<file path="src/sparse_row_product_accumulator_top_assert.svh">
// assertion macros for the row accumulator
`ifndef SPARSE_ROW_PRODUCT_ACCUMULATOR_TOP_ASSERT_SVH
`define SPARSE_ROW_PRODUCT_ACCUMULATOR_TOP_ASSERT_SVH

// same-cycle implication
`define SRPA_ASSERT_NOW(label, clk, rst_n, ante, cons) \
  label: assert property (@(posedge clk) disable iff (!rst_n) (ante) |-> (cons)) \
    else $error("srpa assertion failed");

// next-cycle implication
`define SRPA_ASSERT_NEXT(label, clk, rst_n, ante, cons) \
  label: assert property (@(posedge clk) disable iff (!rst_n) (ante) |=> (cons)) \
    else $error("srpa assertion failed");

`endif

</file>
<file path="src/srpa_pkg.sv">
package srpa_pkg;

  localparam int ROW_CAPACITY_DEF = 64;
  localparam int COLUMN_BITS_DEF  = 16;

  localparam logic CMD_ACCUM = 1'b0;
  localparam logic CMD_FLUSH = 1'b1;

  localparam logic MODE_ORDINARY = 1'b0;
  localparam logic MODE_FILTER   = 1'b1;

  typedef struct packed {
    logic               cmd;
    logic signed [15:0] a_weight;
    logic        [15:0] b_col;
    logic signed [15:0] b_weight;
  } in_data_t;

  typedef struct packed {
    logic        [15:0] out_col;
    logic signed [31:0] out_weight;
    logic               last;
    logic               empty_res;
    logic               overflow;
  } out_data_t;

  typedef struct packed {
    logic load_in;
    logic mul_en;
    logic val_en;
    logic idx_clr;
    logic idx_inc;
    logic wr_match;
    logic wr_append;
    logic set_drop;
    logic out_load;
    logic cnt_clear;
  } ctrl_cmd_t;

  typedef struct packed {
    logic skip;
    logic match;
    logic cnt_zero;
    logic full;
    logic idx_last;
    logic out_free;
  } ctrl_sts_t;

  typedef enum logic [5:0] {
    S_IDLE   = 6'b000001,
    S_MUL    = 6'b000010,
    S_VAL    = 6'b000100,
    S_SCAN   = 6'b001000,
    S_APPEND = 6'b010000,
    S_FLUSH  = 6'b100000
  } state_t;

endpackage

</file>
<file path="src/sparse_row_product_accumulator_top.sv">
// Row accumulator for a row-by-row sparse matrix product. An accumulate transaction
// multiplies its two weights (ordinary product, or the filter rule when the cfg_wr_data
// mode bit is set, in which case a zero result is dropped) and adds the result to the stored entry
// of the same column, or appends a new entry; a flush transaction streams the stored
// entries out in insertion order, marks the last one, and clears the row. A new column
// that finds the row full is dropped and flagged in overflow on every entry of the next
// flush; a flush of an empty row returns one entry with empty_res set. Entries live in
// a single RAM with one write and one registered read port, and the column search walks
// it one entry per cycle, so an accumulate stops at the first stored entry of its column
// or appends after the last one is examined, and a flush stalls while a loaded entry is
// not taken.
// The result register lets a new transaction be accepted while the last flushed entry
// waits to be taken.
module sparse_row_product_accumulator_top #(
  parameter int ROW_CAPACITY = srpa_pkg::ROW_CAPACITY_DEF,
  parameter int COLUMN_BITS  = srpa_pkg::COLUMN_BITS_DEF
) (
  input  logic                clk,
  input  logic                rst_n,
  input  logic                in_valid,
  output logic                in_ready,
  input  srpa_pkg::in_data_t  in_data,
  output logic                out_valid,
  input  logic                out_ready,
  output srpa_pkg::out_data_t out_data,
  input  logic                cfg_wr_en,
  input  logic                cfg_wr_data
);

  srpa_pkg::ctrl_cmd_t cmd;
  srpa_pkg::ctrl_sts_t sts;

  srpa_ctrl u_ctrl (
    .clk         (clk),
    .rst_n       (rst_n),
    .in_valid    (in_valid),
    .in_is_flush (in_data.cmd),
    .in_ready    (in_ready),
    .sts         (sts),
    .cmd         (cmd)
  );

  srpa_dp #(
    .ROW_CAPACITY (ROW_CAPACITY),
    .COLUMN_BITS  (COLUMN_BITS)
  ) u_dp (
    .clk         (clk),
    .rst_n       (rst_n),
    .in_data     (in_data),
    .cfg_wr_en   (cfg_wr_en),
    .cfg_wr_data (cfg_wr_data),
    .cmd         (cmd),
    .sts         (sts),
    .out_valid   (out_valid),
    .out_ready   (out_ready),
    .out_data    (out_data)
  );

`include "sparse_row_product_accumulator_top_assert.svh"

  `SRPA_ASSERT_NEXT(a_busy_after_accept, clk, rst_n, in_valid && in_ready, !in_ready)
  `SRPA_ASSERT_NOW(a_empty_is_last, clk, rst_n, out_valid && out_data.empty_res, out_data.last)
  `SRPA_ASSERT_NOW(a_empty_zero, clk, rst_n, out_valid && out_data.empty_res, out_data.out_weight == 32'sd0 && out_data.out_col == 16'd0)
  `SRPA_ASSERT_NEXT(a_out_hold, clk, rst_n, out_valid && !out_ready, out_valid)

endmodule

</file>
<file path="src/srpa_ram.sv">
module srpa_ram #(
  parameter int WIDTH = 48,
  parameter int DEPTH = 64
) (
  input  logic                     clk,
  input  logic                     wr_en,
  input  logic [$clog2(DEPTH)-1:0] wr_addr,
  input  logic [WIDTH-1:0]         wr_data,
  input  logic [$clog2(DEPTH)-1:0] rd_addr,
  output logic [WIDTH-1:0]         rd_data
);

  logic [WIDTH-1:0] mem [DEPTH];

  always_ff @(posedge clk) begin
    if (wr_en) begin
      mem[wr_addr] <= wr_data;
    end
    rd_data <= mem[rd_addr];
  end

endmodule

</file>
<file path="src/srpa_ctrl.sv">
module srpa_ctrl (
  input  logic                clk,
  input  logic                rst_n,
  input  logic                in_valid,
  input  logic                in_is_flush,
  output logic                in_ready,
  input  srpa_pkg::ctrl_sts_t sts,
  output srpa_pkg::ctrl_cmd_t cmd
);

  srpa_pkg::state_t state_r;
  srpa_pkg::state_t state_nxt;

  assign in_ready = (state_r == srpa_pkg::S_IDLE);

  always_comb begin
    state_nxt = state_r;
    cmd       = '0;
    unique case (state_r)
      srpa_pkg::S_IDLE: begin
        cmd.idx_clr = 1'b1;
        if (in_valid) begin
          cmd.load_in = 1'b1;
          state_nxt   = (in_is_flush == srpa_pkg::CMD_FLUSH) ? srpa_pkg::S_FLUSH
                                                             : srpa_pkg::S_MUL;
        end
      end
      srpa_pkg::S_MUL: begin
        cmd.mul_en = 1'b1;
        state_nxt  = srpa_pkg::S_VAL;
      end
      srpa_pkg::S_VAL: begin
        cmd.val_en  = 1'b1;
        cmd.idx_clr = 1'b1;
        priority if (sts.skip) begin
          state_nxt = srpa_pkg::S_IDLE;
        end else if (sts.cnt_zero) begin
          state_nxt = srpa_pkg::S_APPEND;
        end else begin
          state_nxt = srpa_pkg::S_SCAN;
        end
      end
      srpa_pkg::S_SCAN: begin
        priority if (sts.match) begin
          cmd.wr_match = 1'b1;
          state_nxt    = srpa_pkg::S_IDLE;
        end else if (sts.idx_last) begin
          state_nxt = srpa_pkg::S_APPEND;
        end else begin
          cmd.idx_inc = 1'b1;
        end
      end
      srpa_pkg::S_APPEND: begin
        if (sts.full) begin
          cmd.set_drop = 1'b1;
        end else begin
          cmd.wr_append = 1'b1;
        end
        state_nxt = srpa_pkg::S_IDLE;
      end
      srpa_pkg::S_FLUSH: begin
        if (sts.out_free) begin
          cmd.out_load = 1'b1;
          if (sts.cnt_zero || sts.idx_last) begin
            cmd.cnt_clear = 1'b1;
            state_nxt     = srpa_pkg::S_IDLE;
          end else begin
            cmd.idx_inc = 1'b1;
          end
        end
      end
      default: begin
        state_nxt = srpa_pkg::S_IDLE;
      end
    endcase
  end

  always_ff @(posedge clk) begin
    if (!rst_n) begin
      state_r <= srpa_pkg::S_IDLE;
    end else begin
      state_r <= state_nxt;
    end
  end

endmodule

</file>
<file path="src/srpa_dp.sv">
module srpa_dp #(
  parameter int ROW_CAPACITY = srpa_pkg::ROW_CAPACITY_DEF,
  parameter int COLUMN_BITS  = srpa_pkg::COLUMN_BITS_DEF
) (
  input  logic                clk,
  input  logic                rst_n,
  input  srpa_pkg::in_data_t  in_data,
  input  logic                cfg_wr_en,
  input  logic                cfg_wr_data,
  input  srpa_pkg::ctrl_cmd_t cmd,
  output srpa_pkg::ctrl_sts_t sts,
  output logic                out_valid,
  input  logic                out_ready,
  output srpa_pkg::out_data_t out_data
);

  localparam int AW   = $clog2(ROW_CAPACITY);
  localparam int CNTW = $clog2(ROW_CAPACITY + 1);
  localparam int CW   = COLUMN_BITS;
  localparam int RW   = CW + 32;

  logic                mode_r;
  logic signed [15:0]  a_r;
  logic signed [15:0]  b_r;
  logic [CW-1:0]       col_r;
  logic signed [31:0]  prod_r;
  logic signed [31:0]  val_r;
  logic [AW-1:0]       idx_r;
  logic [AW-1:0]       idx_nxt;
  logic [CNTW-1:0]     cnt_r;
  logic                drop_r;
  logic                out_valid_r;
  srpa_pkg::out_data_t out_data_r;

  logic [31:0]         in_col_ext;
  logic signed [31:0]  prod_c;
  logic signed [31:0]  val_c;
  logic                ram_we;
  logic [AW-1:0]       ram_waddr;
  logic [RW-1:0]       ram_wdata;
  logic [RW-1:0]       ram_rdata;
  logic [CW-1:0]       rd_col;
  logic [31:0]         rd_col_ext;
  logic signed [31:0]  rd_w;
  logic signed [31:0]  sum_c;
  logic                empty_c;

  assign in_col_ext = {16'b0, in_data.b_col};
  assign prod_c     = a_r * b_r;

  always_comb begin
    if (mode_r == srpa_pkg::MODE_FILTER) begin
      priority if (a_r == 16'sd1 && b_r == 16'sd1) begin
        val_c = '0;
      end else if (a_r == 16'sd1) begin
        val_c = 32'(b_r);
      end else if (b_r == 16'sd1) begin
        val_c = 32'(a_r);
      end else begin
        val_c = -prod_r;
      end
    end else begin
      val_c = prod_r;
    end
  end

  assign rd_col     = ram_rdata[RW-1:32];
  assign rd_w       = ram_rdata[31:0];
  assign rd_col_ext = 32'(rd_col);
  assign sum_c      = rd_w + val_r;

  assign ram_we    = cmd.wr_match | cmd.wr_append;
  assign ram_waddr = cmd.wr_match ? idx_r : cnt_r[AW-1:0];
  assign ram_wdata = {col_r, (cmd.wr_match ? sum_c : val_r)};

  always_comb begin
    priority if (cmd.idx_clr) begin
      idx_nxt = '0;
    end else if (cmd.idx_inc) begin
      idx_nxt = idx_r + AW'(1);
    end else begin
      idx_nxt = idx_r;
    end
  end

  srpa_ram #(
    .WIDTH (RW),
    .DEPTH (ROW_CAPACITY)
  ) u_row_ram (
    .clk     (clk),
    .wr_en   (ram_we),
    .wr_addr (ram_waddr),
    .wr_data (ram_wdata),
    .rd_addr (idx_nxt),
    .rd_data (ram_rdata)
  );

  assign empty_c = (cnt_r == '0);

  assign sts.skip     = (mode_r == srpa_pkg::MODE_FILTER) && (val_c == '0);
  assign sts.match    = (rd_col == col_r);
  assign sts.cnt_zero = empty_c;
  assign sts.full     = (cnt_r == CNTW'(ROW_CAPACITY));
  assign sts.idx_last = ((CNTW'(idx_r) + CNTW'(1)) == cnt_r);
  assign sts.out_free = !out_valid_r || out_ready;

  // control state
  always_ff @(posedge clk) begin
    if (!rst_n) begin
      mode_r      <= srpa_pkg::MODE_ORDINARY;
      cnt_r       <= '0;
      drop_r      <= 1'b0;
      out_valid_r <= 1'b0;
    end else begin
      if (cfg_wr_en) begin
        mode_r <= cfg_wr_data;
      end
      priority if (cmd.cnt_clear) begin
        cnt_r  <= '0;
        drop_r <= 1'b0;
      end else if (cmd.wr_append) begin
        cnt_r <= cnt_r + CNTW'(1);
      end else if (cmd.set_drop) begin
        drop_r <= 1'b1;
      end
      priority if (cmd.out_load) begin
        out_valid_r <= 1'b1;
      end else if (out_ready) begin
        out_valid_r <= 1'b0;
      end
    end
  end

  // payload
  always_ff @(posedge clk) begin
    idx_r <= idx_nxt;
    if (cmd.load_in) begin
      a_r   <= in_data.a_weight;
      b_r   <= in_data.b_weight;
      col_r <= in_col_ext[CW-1:0];
    end
    if (cmd.mul_en) begin
      prod_r <= prod_c;
    end
    if (cmd.val_en) begin
      val_r <= val_c;
    end
    if (cmd.out_load) begin
      out_data_r.out_col    <= empty_c ? 16'd0 : rd_col_ext[15:0];
      out_data_r.out_weight <= empty_c ? 32'sd0 : rd_w;
      out_data_r.last       <= empty_c | sts.idx_last;
      out_data_r.empty_res  <= empty_c;
      out_data_r.overflow   <= drop_r;
    end
  end

  assign out_valid = out_valid_r;
  assign out_data  = out_data_r;

endmodule

</file>
<file path="config.mk">
export PLATFORM = sky130hd
export DESIGN_NAME = sparse_row_product_accumulator_top
export DESIGN_NICKNAME = d
export VERILOG_FILES = /design/src/srpa_pkg.sv /design/src/sparse_row_product_accumulator_top.sv /design/src/srpa_ram.sv /design/src/srpa_ctrl.sv /design/src/srpa_dp.sv
export VERILOG_INCLUDE_DIRS = /design/src /design/src/src
export SDC_FILE = /design/constraint.sdc
export NUM_CORES = 2
export LEC_CHECK = 0
export BUFFER_PORTS_ARGS = -buffer_cell sky130_fd_sc_hd__buf_2
export CAP_MARGIN = 20
export CELL_PAD_IN_SITES_DETAIL_PLACEMENT = 1
export CELL_PAD_IN_SITES_GLOBAL_PLACEMENT = 2
export CORE_MARGIN = 8
export CORE_UTILIZATION = 42
export CTS_CLUSTER_DIAMETER = 150
export DETAILED_ROUTE_END_ITERATION = 10
export GPL_ROUTABILITY_DRIVEN = 0
export PLACE_DENSITY_LB_ADDON = 0.1
export SYNTH_ARGS = -nofsm -noshare
export SYNTH_HDL_FRONTEND = slang
export SYNTH_SLANG_ARGS = --single-unit
export TNS_END_PERCENT = 5
</file>
<file path="constraint.sdc">
create_clock -name clk -period 6.9 [get_ports clk]
set_input_delay 0.345 -clock clk [delete_from_list [all_inputs] [get_ports clk]]
set_output_delay 0.345 -clock clk [all_outputs]
set_load 0.005 [all_outputs]
</file>
==> metrics.cfg <==
[outcome]
outcome = complete, no violations

[logic_synthesis]
synthCells = 10141
avgSynthCellArea_um2 = 14.1
ys_top_cells_by_area = edfxtp_1, fa_1, a211oi_1
yosysTopAreaCell = edfxtp_1
yosysTopAreaCellShare = 0.679
ys_ff_latch = 3305
ys_seq_area_frac = 0.689
netlist_area_mm2 = 0.143
synth_warnings = 0
synthFlopType = edfxtp_1
synth_edf_count = 3235
ys_async_sr_fraction = 0
syn-num-nets = 10576
ys_types = 82

[setup_path]
crit_type = flip-flop to flip-flop
arrival_ns = 7.34
worstPathRequired_ns = 7.57
start_kind = flip-flop
critical_path.max_fanout = 7
cp-end-kind = flip-flop
r2r_start = u_dp.b_r[4]
startpoint = u_dp.b_r[4]

[floorplanning]
initial_core_util = 0.421
fp.dieW_um = 600
die-area_mm2 = 0.360
num_io_pins = 108
core_region_area_mm2 = 0.340
rows = 214
die_y_um = 600

[grt]
grt_pass1_vias = 100480
antenna_found_initial = 35
grt_pass1_wl_mm = 768
overflow = 0
grtUsageTotal = 0.295
grt_max_degree = 142

[sta]
fin_tns_setup_ns = 0
rsz0062_at_grt = no
skew_ns = 0.0490
final.min_clock_period_ns = 6.67
hold_ws_ns = 0.105
slew_headroom = 0.226
fmax_ghz = 0.150
timing.final.ws_setup_ns = 0.225
tightestPinTransition_ns = 1.16
finalHoldViolCount = 0
finalSetupViolCount = 0
maxSlewViolCount = 0
finalCritPeriodShare = 0.967

[finish]
final_cells = 15336
final_cell_area_mm2 = 0.166
area_growth_pct = 15.8
fill_cells = 33115
seq_area_mm2 = 0.0985
multi_input_area_mm2 = 0.0409
utilization = 0.488
drive_above_1_share = 0.131
final_net_count = 10921

[pwr]
power.leakage_nw = 55.0
cellPowerDensity_mw_per_mm2 = 337
power_mw = 55.8
ir_drop_mv = 0.719

[route]
dr.first_iter.drc_count = 12236
drtAntennaViolNets = 0
vias = 98448
via_per_inst = 6.42
finalWirelength_mm = 547
drc = 0
wl_per_cell_um = 35.7
first_pass_iters = 5

[placed_design]
place_ws_ns = -0.176
hpwl_mm = 317
dp.cells = 14592
io_buffers = 107
dpl_cell_area_mm2 = 0.153

[clock_tree]
clock_path_buffers = 4
clk_latency_ns = 0.96
h-tree-depth = 5
tritoncts = built
cts_buffers = 361
clk_pin_slew_ns = 0.06
cts_root_buffer = clkbuf_16
cts_sinks = 3305

[job]
maxCapViolations = 0

[worst_hold_path]
hold_start = in_data[23]
hp-class = input pin to flip-flop

==> kinds of logic after synthesis <==
kind of cell	share of synthesized area
multiplexers	0.0111
XOR/XNOR	0.00551
AND/OR/NAND/NOR	0.0786
flip-flops	0.689
buffers and inverters	0.0328
AO/OA/AOI/OAI	0.136
adder cells (fa/ha/maj)	0.0470
==> flip-flops by register name, summed over array words and instances (netlist names) <==
| name | cells |
|---|---|
| u_dp.col_r | 16 |
| u_dp.u_row_ram.mem | 3072 |
| u_ctrl.state_r | 6 |
| u_dp.cnt_r | 7 |
| u_dp.drop_r | 1 |
| u_dp.u_row_ram.rd_data | 48 |
| u_dp.idx_r | 6 |
| u_dp.out_data | 51 |
| u_dp.b_r | 16 |
| u_dp.mode_r | 1 |
| u_dp.val_r | 32 |
| u_dp.prod_r | 32 |
| u_dp.out_valid | 1 |
| u_dp.a_r | 16 |
==> path summary, 6_finish.rpt <==
kind / endpoint / slack (ns) / depth (start not counted)
hold reg to reg: u_dp.out_data[0] / 0.56 / 0
hold / removal: u_dp.col_r[7] / 0.11 / 2
setup reg to reg: u_dp.prod_r[27] / 0.23 / 22
setup / recovery: u_dp.prod_r[27] / 0.23 / 22
==> metal layers <==
| metal | global-route usage | wire length, um | vias to the layer above |
|---|---|---|---|
| li1 | - | - | 40574 |
| met1 | 0.420 | 233000 | 52614 |
| met2 | 0.472 | 252000 | 4346 |
| met3 | 0.0434 | 42200 | 910 |
| met4 | 0.0905 | 18800 | 4 |
| met5 | 0 | 23 | - |
==> placed cells by master, fill, tap and decap left out, drive strengths merged, types with 220 or more instances in the layout <==
cell type  count
buf          736
clkbuf       478
fa           263
a21oi        627
inv          354
and3         347
a221oi       336
edfxtp      3235
nand3        220
nand2        746
a211oi       684
o21ai        405
nor2         296
==> cell type report <==
class                   count  area share
diodes                      6   0.0000906
clock buffers             478      0.0587
clock inverters           193      0.0119
inverters                 334     0.00777
multi-input cells        5692       0.247
flip-flops and latches   3305       0.595
well taps                4536      0.0342
repair buffers            792      0.0461
==> worst max-delay path, cell delays in order (launching register included) <==
cell and delay [ns]:
edfxtp_1 0.52, and2_4 0.20, fa_1 0.54, inv_1 0.06, fa_1 0.52, fa_1 0.53, inv_1 0.06, fa_1 0.50
fa_1 0.49, inv_1 0.05, fa_1 0.47, inv_1 0.04, ha_1 0.30, a21o_1 0.19, a221o_1 0.36, a21o_1 0.18
buf_4 0.14, o41ai_2 0.34, buf_4 0.19, nor3_1 0.10, or3_1 0.36, a21oi_1 0.18, xnor2_1 0.08
==> where the power goes <==
group	internal, mW	switching [mW]	leakage [nW]
Sequential	22.6	0.101	29.7
Combinational	6.10	7.51	19.6
Clock	11.1	8.33	5.73
Total	39.9	15.9	55.0
==> synthesized netlist by cell type, drive strengths merged, types with 52 or more instances <==
cell,count
edfxtp,3235
nand2,746
a211oi,684
a21oi,627
clkbuf,575
o21ai,405
and3,347
a221oi,336
inv,332
nor2,296
fa,263
buf,235
nand3,220
nor4,215
o31ai,208
and2,173
o41ai,153
mux2i,149
o22ai,148
ha,117
dfxtp,70
xnor2,66
a2111oi,52
o2bb2ai,52
==> repair_timing <==
action / CTS / global route
buffers inserted: 0 / 8
gates resized for setup: 3 / 15
hold buffers: 56 / 0
endpoints found under the setup margin: 4 / 4
hold endpoints to repair: 56 / 0
pin swaps: 0 / 10
Power figures use the tool's default switching activity.
